--- config.mk ---
export PLATFORM = sky130hd
export DESIGN_NAME = hsv_rgbw_colour_converter
export DESIGN_NICKNAME = d
export VERILOG_FILES = /design/src/sv/hrc_pkg.sv /design/src/sv/hrc_front.sv /design/src/sv/hrc_div_step.sv /design/src/sv/hrc_back.sv /design/src/sv/hsv_rgbw_colour_converter.sv
export SDC_FILE = /design/constraint.sdc
export NUM_CORES = 2
export LEC_CHECK = 0
export BUFFER_PORTS_ARGS = -buffer_cell sky130_fd_sc_hd__buf_2
export CORE_MARGIN = 4
export CORE_UTILIZATION = 35
export DETAILED_ROUTE_END_ITERATION = 16
export HOLD_SLACK_MARGIN = 0.06
export PLACE_DENSITY = 0.54
export SKIP_CTS_REPAIR_TIMING = 1
export SLEW_MARGIN = 5
export SYNTH_ARGS = -nofsm -noshare
export SYNTH_HDL_FRONTEND = slang
export SYNTH_SLANG_ARGS = --single-unit
--- constraint.sdc ---
create_clock -name aclk -period 23.1 [get_ports aclk]
set_input_delay 4.62 -clock aclk [delete_from_list [all_inputs] [get_ports aclk]]
set_output_delay 4.62 -clock aclk [all_outputs]
set_load 0.03 [all_outputs]
--- src/sv/hrc_pkg.sv ---
package hrc_pkg;

    // Configuration register indexes
    localparam int CFG_IDX_W  = 3;
    localparam int CFG_DATA_W = 9;
    localparam logic [CFG_IDX_W-1:0] REG_ENABLED     = 3'd0;
    localparam logic [CFG_IDX_W-1:0] REG_DIM_FROM    = 3'd1;
    localparam logic [CFG_IDX_W-1:0] REG_DIM_TO      = 3'd2;
    localparam logic [CFG_IDX_W-1:0] REG_MASTER_GAIN = 3'd3;
    localparam logic [CFG_IDX_W-1:0] REG_BLACKOUT    = 3'd4;

    // Restoring divider geometry, shared by the three reverse quotients
    localparam int REM_W  = 19;
    localparam int DEN_W  = 10;
    localparam int QUO_W  = 9;
    localparam int N_DIV  = 3;
    localparam int DIV_LVL = 0;
    localparam int DIV_SAT = 1;
    localparam int DIV_HUE = 2;

    // Colour component order in arrays
    localparam int COL_R = 0;
    localparam int COL_G = 1;
    localparam int COL_B = 2;

    // Reciprocal for divide by 100 (shift 19) and by 25 (shift 17)
    localparam logic [12:0] RECIP = 13'd5243;

    typedef struct packed {
        logic       enabled;
        logic [7:0] dim_from;
        logic [7:0] dim_to;
        logic [8:0] master_gain;
        logic       blackout;
    } cfg_t;

    typedef struct packed {
        logic       op;
        logic       power_on;
        logic [6:0] brightness;
        logic [8:0] hue_deg;
        logic [6:0] saturation_pct;
        logic [7:0] dmx_dimmer;
        logic [7:0] dmx_red;
        logic [7:0] dmx_green;
        logic [7:0] dmx_blue;
        logic [7:0] dmx_white;
    } in_t;

    typedef struct packed {
        logic       accepted;
        logic [7:0] out_dimmer;
        logic [7:0] out_dimmer_wire;
        logic [7:0] out_red;
        logic [7:0] out_green;
        logic [7:0] out_blue;
        logic [7:0] out_white;
        logic       lit;
        logic [6:0] level_reading;
        logic [6:0] sat_reading;
        logic [8:0] hue_reading;
        logic       hue_valid;
    } out_t;

    // Pipeline payload, the same word in every stage
    typedef struct packed {
        logic                         op;
        logic                         power;
        logic [6:0]                   bri;
        logic [6:0]                   sat;
        logic [10:0]                  sat17;
        logic [2:0][5:0]              comp;
        logic signed [8:0]            diff;
        logic [14:0]                  mag;
        logic                         neg;
        logic [2:0][16:0]             nc;
        logic [14:0]                  nw;
        logic [7:0]                   qd;
        logic [2:0][7:0]              cq;
        logic [7:0]                   wq;
        logic [7:0]                   dim;
        logic [17:0]                  wprod;
        logic [7:0]                   rdim;
        logic [7:0]                   rw;
        logic [7:0]                   peak;
        logic [7:0]                   delta;
        logic [10:0]                  hs;
        logic                         lit;
        logic                         full;
        logic [N_DIV-1:0][REM_W-1:0]  rem;
        logic [N_DIV-1:0][DEN_W-1:0]  den;
        logic [N_DIV-1:0][QUO_W-1:0]  quo;
    } pl_t;

endpackage

--- src/sv/hrc_front.sv ---
module hrc_front (
    input  logic           aclk,
    input  logic           aresetn,
    input  hrc_pkg::cfg_t  cfg,
    input  logic           in_valid,
    output logic           in_ready,
    input  hrc_pkg::in_t   in_data,
    output logic           out_valid,
    input  logic           out_ready,
    output hrc_pkg::pl_t   out_pl
);
    import hrc_pkg::*;

    localparam int NS = 5;
    localparam logic [9:0] HUE_OFS [3] = '{10'd300, 10'd180, 10'd60};

    logic [NS-1:0] v_reg;
    logic [NS:0]   rdy;
    logic [NS-1:0] src_v;
    pl_t           pl_reg  [NS];
    pl_t           pl_next [NS];

    logic [9:0]  hue_a [3];
    logic [8:0]  hue_k [3];
    logic [5:0]  dip   [3];
    logic [6:0]  bri0;
    logic [6:0]  sat0;
    logic [7:0]  r0, g0, b0, base0;
    logic signed [16:0] v1;
    logic [16:0] av1;
    logic [7:0]  span1;
    logic [8:0]  d1;
    logic [27:0] tq2;
    logic [27:0] tw2;
    logic [25:0] tc2 [3];
    logic [7:0]  dd4;

    // Per-stage handshake: a stage loads when it is empty or its successor moves
    assign rdy[NS] = out_ready;
    for (genvar i = 0; i < NS; i++) begin : g_rdy
        assign rdy[i] = !v_reg[i] || rdy[i+1];
    end
    assign src_v    = {v_reg[NS-2:0], in_valid};
    assign in_ready = rdy[0];
    assign out_valid = v_reg[NS-1];
    assign out_pl    = pl_reg[NS-1];

    // Stage 0: clamp, hue sector weights, peak and hue numerator seed
    always_comb begin
        pl_next[0] = '0;
        pl_next[0].op    = in_data.op;
        pl_next[0].power = in_data.power_on;
        bri0 = in_data.brightness;
        if (bri0 == 7'd0) bri0 = 7'd1;
        if (bri0 > 7'd100) bri0 = 7'd100;
        sat0 = (in_data.saturation_pct > 7'd100) ? 7'd100 : in_data.saturation_pct;
        pl_next[0].bri   = bri0;
        pl_next[0].sat   = sat0;
        pl_next[0].sat17 = 11'({sat0, 4'b0000}) + 11'(sat0);
        for (int j = 0; j < 3; j++) begin
            hue_a[j] = 10'(in_data.hue_deg) + HUE_OFS[j];
            if (hue_a[j] >= 10'd720)      hue_k[j] = 9'(hue_a[j] - 10'd720);
            else if (hue_a[j] >= 10'd360) hue_k[j] = 9'(hue_a[j] - 10'd360);
            else                          hue_k[j] = 9'(hue_a[j]);
            if (hue_k[j] <= 9'd60)       dip[j] = 6'(hue_k[j]);
            else if (hue_k[j] <= 9'd180) dip[j] = 6'd60;
            else if (hue_k[j] < 9'd240)  dip[j] = 6'(9'd240 - hue_k[j]);
            else                         dip[j] = 6'd0;
            pl_next[0].comp[j] = 6'd60 - dip[j];
        end
        pl_next[0].diff = $signed({1'b0, cfg.dim_to}) - $signed({1'b0, cfg.dim_from});

        r0 = in_data.dmx_red;
        g0 = in_data.dmx_green;
        b0 = in_data.dmx_blue;
        pl_next[0].peak = r0;
        if (g0 > pl_next[0].peak) pl_next[0].peak = g0;
        if (b0 > pl_next[0].peak) pl_next[0].peak = b0;
        base0 = r0;
        if (g0 < base0) base0 = g0;
        if (b0 < base0) base0 = b0;
        pl_next[0].delta = pl_next[0].peak - base0;
        // Red wins a tie for the peak, then green
        if (pl_next[0].peak == r0) begin
            if (g0 >= b0) pl_next[0].hs = 11'(g0 - b0);
            else          pl_next[0].hs = 11'(pl_next[0].delta) * 11'd6 - 11'(b0 - g0);
        end else if (pl_next[0].peak == g0) begin
            pl_next[0].hs = 11'(b0) + 11'({pl_next[0].delta, 1'b0}) - 11'(r0);
        end else begin
            pl_next[0].hs = 11'(r0) + 11'({pl_next[0].delta, 2'b00}) - 11'(g0);
        end
        pl_next[0].rdim = in_data.dmx_dimmer;
        pl_next[0].rw   = in_data.dmx_white;
        pl_next[0].lit  = in_data.dmx_dimmer >= cfg.dim_from;
        pl_next[0].full = (in_data.dmx_dimmer > cfg.dim_to) || (cfg.dim_to <= cfg.dim_from);
    end

    // Stage 1: products and divider operands
    always_comb begin
        pl_next[1] = pl_reg[0];
        v1  = pl_reg[0].diff * $signed({1'b0, pl_reg[0].bri});
        av1 = (v1 < 0) ? 17'(-v1) : 17'(v1);
        pl_next[1].mag = 15'(av1) + 15'd50;
        pl_next[1].neg = v1 < 0;
        for (int j = 0; j < 3; j++) begin
            pl_next[1].nc[j] = 17'(pl_reg[0].sat17 * pl_reg[0].comp[j]) + 17'd200;
        end
        pl_next[1].nw = 15'(8'd255 * (7'd100 - pl_reg[0].sat)) + 15'd50;

        span1 = cfg.dim_to - cfg.dim_from;
        if (pl_reg[0].lit && !pl_reg[0].full) begin
            pl_next[1].rem[DIV_LVL] = 19'((pl_reg[0].rdim - cfg.dim_from) * 8'd200)
                                      + 19'(span1);
            pl_next[1].den[DIV_LVL] = 10'({span1, 1'b0});
        end else begin
            pl_next[1].rem[DIV_LVL] = '0;
            pl_next[1].den[DIV_LVL] = 10'd1;
        end
        d1 = 9'(pl_reg[0].peak) + 9'(pl_reg[0].rw);
        if (d1 != 9'd0) begin
            pl_next[1].rem[DIV_SAT] = 19'(pl_reg[0].peak * 8'd200) + 19'(d1);
            pl_next[1].den[DIV_SAT] = {d1, 1'b0};
        end else begin
            pl_next[1].rem[DIV_SAT] = '0;
            pl_next[1].den[DIV_SAT] = 10'd1;
        end
        if (pl_reg[0].delta != 8'd0) begin
            pl_next[1].rem[DIV_HUE] = 19'(pl_reg[0].hs * 7'd120) + 19'(pl_reg[0].delta);
            pl_next[1].den[DIV_HUE] = 10'({pl_reg[0].delta, 1'b0});
        end else begin
            pl_next[1].rem[DIV_HUE] = '0;
            pl_next[1].den[DIV_HUE] = 10'd1;
        end
        pl_next[1].quo = '0;
    end

    // Stage 2: constant divides by reciprocal multiply
    always_comb begin
        pl_next[2] = pl_reg[1];
        tq2 = pl_reg[1].mag * RECIP;
        pl_next[2].qd = tq2[26:19];
        tw2 = pl_reg[1].nw * RECIP;
        pl_next[2].wq = tw2[26:19];
        for (int j = 0; j < 3; j++) begin
            tc2[j] = pl_reg[1].nc[j][16:4] * RECIP;
            pl_next[2].cq[j] = tc2[j][24:17];
        end
    end

    // Stage 3: dimmer byte
    always_comb begin
        pl_next[3] = pl_reg[2];
        if (!pl_reg[2].power)   pl_next[3].dim = 8'd0;
        else if (pl_reg[2].neg) pl_next[3].dim = cfg.dim_from - pl_reg[2].qd;
        else                    pl_next[3].dim = cfg.dim_from + pl_reg[2].qd;
    end

    // Stage 4: master gain product
    always_comb begin
        pl_next[4] = pl_reg[3];
        dd4 = pl_reg[3].dim - cfg.dim_from;
        pl_next[4].wprod = 18'(dd4 * cfg.master_gain) + 18'd128;
    end

    always_ff @(posedge aclk) begin
        if (!aresetn) begin
            v_reg <= '0;
        end else begin
            for (int i = 0; i < NS; i++) begin
                if (rdy[i]) v_reg[i] <= src_v[i];
            end
        end
    end

    always_ff @(posedge aclk) begin
        for (int i = 0; i < NS; i++) begin
            if (rdy[i] && src_v[i]) pl_reg[i] <= pl_next[i];
        end
    end

endmodule

--- src/sv/hrc_div_step.sv ---
module hrc_div_step (
    input  logic          aclk,
    input  logic          aresetn,
    input  logic [3:0]    shift_amt,
    input  logic          in_valid,
    output logic          in_ready,
    input  hrc_pkg::pl_t  in_pl,
    output logic          out_valid,
    input  logic          out_ready,
    output hrc_pkg::pl_t  out_pl
);
    import hrc_pkg::*;

    logic             v_reg;
    pl_t              pl_reg;
    pl_t              pl_next;
    logic [REM_W-1:0] trial [N_DIV];

    assign in_ready  = !v_reg || out_ready;
    assign out_valid = v_reg;
    assign out_pl    = pl_reg;

    // One restoring quotient bit for each of the three divides
    always_comb begin
        pl_next = in_pl;
        for (int j = 0; j < N_DIV; j++) begin
            trial[j] = REM_W'(in_pl.den[j]) << shift_amt;
            if (in_pl.rem[j] >= trial[j]) begin
                pl_next.rem[j] = in_pl.rem[j] - trial[j];
                pl_next.quo[j][shift_amt] = 1'b1;
            end
        end
    end

    always_ff @(posedge aclk) begin
        if (!aresetn) begin
            v_reg <= 1'b0;
        end else if (in_ready) begin
            v_reg <= in_valid;
        end
    end

    always_ff @(posedge aclk) begin
        if (in_ready && in_valid) pl_reg <= pl_next;
    end

endmodule

--- src/sv/hrc_back.sv ---
module hrc_back (
    input  logic          aclk,
    input  logic          aresetn,
    input  hrc_pkg::cfg_t cfg,
    input  logic          in_valid,
    output logic          in_ready,
    input  hrc_pkg::pl_t  in_pl,
    output logic          out_valid,
    input  logic          out_ready,
    output hrc_pkg::out_t out_data
);
    import hrc_pkg::*;

    logic       v_reg;
    out_t       out_reg;
    out_t       out_next;
    logic [7:0] wire_dim;
    logic [6:0] lvl_q;
    logic [8:0] hue_q;

    assign in_ready  = !v_reg || out_ready;
    assign out_valid = v_reg;
    assign out_data  = out_reg;

    // Wire dimmer after blackout and master gain
    always_comb begin
        if (cfg.blackout || cfg.master_gain == 9'd0) wire_dim = 8'd0;
        else if (cfg.master_gain[8])                 wire_dim = in_pl.dim;
        else if (in_pl.dim < cfg.dim_from)           wire_dim = in_pl.dim;
        else                                         wire_dim = cfg.dim_from + in_pl.wprod[15:8];
    end

    // Select the direction, drop everything when not enabled
    always_comb begin
        out_next = '0;
        lvl_q = in_pl.quo[DIV_LVL][6:0];
        hue_q = in_pl.quo[DIV_HUE];
        if (cfg.enabled) begin
            out_next.accepted = 1'b1;
            if (!in_pl.op) begin
                out_next.out_dimmer      = in_pl.dim;
                out_next.out_dimmer_wire = wire_dim;
                out_next.out_red         = in_pl.cq[COL_R];
                out_next.out_green       = in_pl.cq[COL_G];
                out_next.out_blue        = in_pl.cq[COL_B];
                out_next.out_white       = in_pl.wq;
            end else begin
                out_next.lit = in_pl.lit;
                if (in_pl.lit) begin
                    if (in_pl.full)          out_next.level_reading = 7'd100;
                    else if (lvl_q == 7'd0)  out_next.level_reading = 7'd1;
                    else                     out_next.level_reading = lvl_q;
                end
                out_next.sat_reading = in_pl.quo[DIV_SAT][6:0];
                out_next.hue_reading = (hue_q >= 9'd360) ? hue_q - 9'd360 : hue_q;
                out_next.hue_valid   = in_pl.peak != 8'd0;
            end
        end
    end

    always_ff @(posedge aclk) begin
        if (!aresetn) begin
            v_reg <= 1'b0;
        end else if (in_ready) begin
            v_reg <= in_valid;
        end
    end

    always_ff @(posedge aclk) begin
        if (in_ready && in_valid) out_reg <= out_next;
    end

endmodule

--- src/sv/hsv_rgbw_colour_converter.sv ---
// Pipeline from request to result: 5 front stages, 9 divider steps, 1 output stage.
// Throughput: one request per cycle; each stage stalls independently on backpressure.
// The depth is set by the 9-bit restoring divide, one quotient bit per stage.
// Reset (aresetn low, synchronous) empties the pipeline and loads the register
// defaults: disabled, dim_from 0, dim_to 255, master_gain 256, blackout off.
module hsv_rgbw_colour_converter (
    input  logic                          aclk,
    input  logic                          aresetn,
    input  logic                          cfg_wr_en,
    input  logic [hrc_pkg::CFG_IDX_W-1:0] cfg_wr_index,
    input  logic [hrc_pkg::CFG_DATA_W-1:0] cfg_wr_data,
    input  logic                          s_tvalid,
    output logic                          s_tready,
    // power_on, brightness, hue_deg, saturation_pct, dmx_dimmer, dmx_red,
    // dmx_green, dmx_blue, dmx_white
    input  logic [63:0]                   s_tdata,
    // op
    input  logic [0:0]                    s_tuser,
    output logic                          m_tvalid,
    input  logic                          m_tready,
    // out_dimmer, out_dimmer_wire, out_red, out_green, out_blue, out_white,
    // lit, level_reading, sat_reading, hue_reading, hue_valid, zero fill
    output logic [79:0]                   m_tdata,
    // accepted
    output logic [0:0]                    m_tuser
);
    import hrc_pkg::*;

    localparam int NDS = QUO_W;

    cfg_t cfg_reg;
    in_t  in_data;
    out_t out_data;

    logic          f_valid, f_ready;
    pl_t           f_pl;
    logic [NDS:0]  d_valid;
    logic [NDS:0]  d_ready;
    pl_t           d_pl [NDS+1];

    // Configuration registers
    always_ff @(posedge aclk) begin
        if (!aresetn) begin
            cfg_reg.enabled     <= 1'b0;
            cfg_reg.dim_from    <= 8'd0;
            cfg_reg.dim_to      <= 8'd255;
            cfg_reg.master_gain <= 9'd256;
            cfg_reg.blackout    <= 1'b0;
        end else if (cfg_wr_en) begin
            unique case (cfg_wr_index)
                REG_ENABLED:     cfg_reg.enabled     <= cfg_wr_data[0];
                REG_DIM_FROM:    cfg_reg.dim_from    <= cfg_wr_data[7:0];
                REG_DIM_TO:      cfg_reg.dim_to      <= cfg_wr_data[7:0];
                REG_MASTER_GAIN: cfg_reg.master_gain <= cfg_wr_data;
                REG_BLACKOUT:    cfg_reg.blackout    <= cfg_wr_data[0];
                default: ;
            endcase
        end
    end

    // Unpack the request
    assign in_data.op             = s_tuser[0];
    assign in_data.power_on       = s_tdata[0];
    assign in_data.brightness     = s_tdata[7:1];
    assign in_data.hue_deg        = s_tdata[16:8];
    assign in_data.saturation_pct = s_tdata[23:17];
    assign in_data.dmx_dimmer     = s_tdata[31:24];
    assign in_data.dmx_red        = s_tdata[39:32];
    assign in_data.dmx_green      = s_tdata[47:40];
    assign in_data.dmx_blue       = s_tdata[55:48];
    assign in_data.dmx_white      = s_tdata[63:56];

    hrc_front u_front (
        .aclk      (aclk),
        .aresetn   (aresetn),
        .cfg       (cfg_reg),
        .in_valid  (s_tvalid),
        .in_ready  (s_tready),
        .in_data   (in_data),
        .out_valid (f_valid),
        .out_ready (f_ready),
        .out_pl    (f_pl)
    );

    assign d_valid[0] = f_valid;
    assign f_ready    = d_ready[0];
    assign d_pl[0]    = f_pl;

    // Divider chain, most significant quotient bit first
    for (genvar i = 0; i < NDS; i++) begin : g_div
        hrc_div_step u_step (
            .aclk      (aclk),
            .aresetn   (aresetn),
            .shift_amt (4'(NDS - 1 - i)),
            .in_valid  (d_valid[i]),
            .in_ready  (d_ready[i]),
            .in_pl     (d_pl[i]),
            .out_valid (d_valid[i+1]),
            .out_ready (d_ready[i+1]),
            .out_pl    (d_pl[i+1])
        );
    end

    hrc_back u_back (
        .aclk      (aclk),
        .aresetn   (aresetn),
        .cfg       (cfg_reg),
        .in_valid  (d_valid[NDS]),
        .in_ready  (d_ready[NDS]),
        .in_pl     (d_pl[NDS]),
        .out_valid (m_tvalid),
        .out_ready (m_tready),
        .out_data  (out_data)
    );

    // Pack the result
    assign m_tuser[0]     = out_data.accepted;
    assign m_tdata[7:0]   = out_data.out_dimmer;
    assign m_tdata[15:8]  = out_data.out_dimmer_wire;
    assign m_tdata[23:16] = out_data.out_red;
    assign m_tdata[31:24] = out_data.out_green;
    assign m_tdata[39:32] = out_data.out_blue;
    assign m_tdata[47:40] = out_data.out_white;
    assign m_tdata[48]    = out_data.lit;
    assign m_tdata[55:49] = out_data.level_reading;
    assign m_tdata[62:56] = out_data.sat_reading;
    assign m_tdata[71:63] = out_data.hue_reading;
    assign m_tdata[72]    = out_data.hue_valid;
    assign m_tdata[79:73] = '0;

    // A disabled block returns an all-zero result
    a_disabled_zero: assert property (@(posedge aclk) disable iff (!aresetn)
        m_tvalid && !cfg_reg.enabled |-> m_tuser == 1'b0 && m_tdata == '0)
        else $error("result not cleared while disabled");

    // An unlit reverse result carries no level
    a_unlit_level: assert property (@(posedge aclk) disable iff (!aresetn)
        m_tvalid && !out_data.lit |-> out_data.level_reading == 7'd0)
        else $error("level reading without lit");

    // Hue wraps below a full turn
    a_hue_range: assert property (@(posedge aclk) disable iff (!aresetn)
        m_tvalid |-> out_data.hue_reading < 9'd360)
        else $error("hue reading out of range");

    // Forward and reverse fields never mix in one result
    a_dir_exclusive: assert property (@(posedge aclk) disable iff (!aresetn)
        m_tvalid && (out_data.out_white != 8'd0) |->
            !out_data.lit && !out_data.hue_valid && out_data.sat_reading == 7'd0)
        else $error("forward and reverse fields mixed");

endmodule
==> results.cfg <==
[min_path]
hold_class = flip-flop to flip-flop
min_from = u_front.pl_reg[0][1804]$_DFFE_PP_
worst_hold_path.num_cells = 0

[setup_path]
crit_fanout = 8
crit_path_start_kind = input pin
path_class = input pin to output port
startpoint = m_tready
reg2regPathDepth = 28
reg2reg_setup_slack_ns = 16.11
worst-endpoint-arrival_ns = 8.27
required_ns = 18.48
r2r-start = cfg_reg[20]$_SDFFE_PN0P_
critPathCaptureType = output port

[final_layout]
area.sequential_um2 = 59670
drive_gt1_share_pct = 6.358
finalInstanceArea_um2 = 130700
multi_input_area_um2 = 51780
fin_cells = 14190
largest_reg_flops = 1249
areaGrowthSynthToFinish_pct = 11.36
fin_nets = 11530
fillers = 31410

[cts]
path_clk_slew_ns = 0.06
root_buffer = clkbuf_16
clock-sinks = 2001
cts_tree = yes
cts_buffer_depth = 4
cts.htree.levels = 4
clk_latency_ns = 0.87
cts_made_buffers = 213

[job]
cap_viol_max_count = 0

[sta]
finalCriticalPeriod_ns = 12.89
max_slew_margin_pct = 21.32
rsz0062_at_grt = no
worst_pin_slew_ns = 1.178
holdWs_ns = 0.3598
clock_skew_ns = 0.05983
max_freq_mhz = 77.58
maxSlewViolCount = 0
hold_viol = 0
finalCritPeriodShare_pct = 55.80
setup_tns_ns = 0
setup_violations = 0

[detailed_routing]
viasPerCell = 4.720
wl_per_cell_um = 16.64
drt-total-wl_um = 236200
dr.pass1.iters = 5
ant_nets = 0
drc = 0
routed-via-count = 67000
drt_first_iter_violations = 3240

[die]
core_um2 = 333700
ioPinCount = 165
initial_core_util_pct = 35.16
dieArea_um2 = 344600
num_rows = 212
fp.dieH_um = 587.0
die_x_um = 587.0

[global_route]
grt_usage_pct = 13.65
antenna_found_initial = 24
grt_pass1_wl_um = 382600
grt_max_degree = 156
grt_pass1_vias = 69930
overflow = 0

[synth]
synthFlopType = edfxtp_1
syn_inst = 9365
synth_edf_count = 1959
synth_seq_cells = 2001
synth.avg_cell_area_um2 = 12.53
seq_area_frac_synth_pct = 50.85
syn_area_um2 = 117300
ys_warn_count = 0
synthArstFlopShare_pct = 0
synth.distinct_cells = 111

[placement]
port_buffers = 157
dp_hpwl_um = 183400
place.gp.congestion = 0.8696
dpl_cell_area_um2 = 123500
dp_cells = 13800

[outcome]
outcome = finished, final reports clean
==> cells by family (layout without fill, tap and decap cells) <==
| logic type | after synthesis | after routing | synth area share (%) |
|---|---|---|---|
| compound gates | 1338 | 1338 | 7.187 |
| xor+xnor | 615 | 615 | 4.610 |
| fa+ha+maj | 1816 | 1816 | 23.30 |
| buf+inv | 1599 | 2025 | 5.177 |
| flops | 2001 | 2001 | 50.85 |
| mux | 66 | 66 | 0.5822 |
| other cells | 1 | 16 | 0.003196 |
| simple gates | 1929 | 1929 | 8.285 |
==> cells in the final DEF (no fill, tap or decap), types with 47 or more instances in the layout <==
cell type  synthesis  final
nand2b_1         112    112
ha_1            1197   1197
edfxtp_1        1959   1959
and3_1            47     47
nor3_1           131    131
buf_2             13    157
o21bai_1          69     69
nor4_1            58     57
a21oi_1          446    446
o21ai_0          263    262
nand2_1          462    462
nor2b_1          160    152
fa_1             616    616
inv_1           1428   1428
nand3_1           65     65
and2_1           223    223
clkbuf_16          0    216
xor2_1           195    195
xnor2_1          417    417
nor2_1           459    459
mux2i_1           50     50
nand4_1           73     73
a21o_1           231    231
==> layout make-up <==
type / count / area share, %
sequential: 2001 / 45.67
multi-input combinational: 5772 / 39.63
clock buffer: 255 / 4.264
tap: 4387 / 4.201
inverter: 1437 / 4.128
clock inverter: 128 / 1.181
timing repair buffer: 205 / 0.9155
antenna: 8 / 0.01532
==> Yosys cell counts (21+ instances only) <==
| library cell | n | area [um^2] |
|---|---|---|
| edfxtp_1 | 1959 | 58830 |
| inv_1 | 1428 | 5360 |
| ha_1 | 1197 | 14980 |
| fa_1 | 616 | 12330 |
| nand2_1 | 462 | 1734 |
| nor2_1 | 459 | 1723 |
| a21oi_1 | 446 | 2232 |
| xnor2_1 | 417 | 3652 |
| o21ai_0 | 263 | 1316 |
| a21o_1 | 231 | 1734 |
| and2_1 | 223 | 1395 |
| xor2_1 | 195 | 1708 |
| nor2b_1 | 160 | 1001 |
| clkbuf_1 | 131 | 491.7 |
| nor3_1 | 131 | 655.6 |
| nand2b_1 | 112 | 700.7 |
| nand4_1 | 73 | 456.7 |
| o21bai_1 | 69 | 518.0 |
| nand3_1 | 65 | 325.3 |
| nor4_1 | 58 | 362.9 |
| mux2i_1 | 50 | 500.5 |
| and3_1 | 47 | 294.0 |
| dfxtp_1 | 42 | 840.8 |
| o21a_1 | 41 | 307.8 |
| a21boi_0 | 35 | 262.8 |
| a31oi_1 | 28 | 175.2 |
| or3_1 | 28 | 175.2 |
| o211ai_1 | 27 | 202.7 |
| o31ai_1 | 27 | 202.7 |
| or4_1 | 21 | 157.7 |
==> stage by stage <==
| step | setup WS, ns | util, % |
|---|---|---|
| 2_1_floorplan | 5.326 | - |
| 3_3_place_gp | 9.574 | 37.02 |
| 3_5_place_dp | 9.674 | 37.02 |
| 4_1_cts | 10.17 | 39.15 |
| 5_1_grt | 9.815 | 39.15 |
| 6_report | 10.21 | 39.16 |
==> path summary, 6_finish.rpt <==
check                                                to
setup / recovery                               s_tready
hold / removal    g_div[0].u_step.out_pl[360]$_DFFE_PP_
setup reg to reg      u_front.pl_reg[0][1618]$_DFFE_PP_
hold reg to reg   g_div[0].u_step.out_pl[360]$_DFFE_PP_
==> per-layer routing <==
layer / GRT usage, % / share of wire (%) / vias to the layer above
met5: 0 / 0 / -
met1: 18.54 / 46 / 32530
met4: 3.814 / 2.7 / 0
li1: - / - / 32980
met3: 1.733 / 3.9 / 371
met2: 22.97 / 47 / 1115
==> critical path, cell delays in order <==
cell	delay, ns
buf_2	0.12
nor2b_1	0.51
nand3_1	0.15
nor2_1	0.33
and2_1	0.55
and3_1	0.51
nand3_1	0.20
nor2_1	0.61
nand3_1	0.36
buf_2	0.28
Power is left out: the tool's default activity adds up to more than one toggle a clock period on the data nets, which glitch-free logic cannot reach.
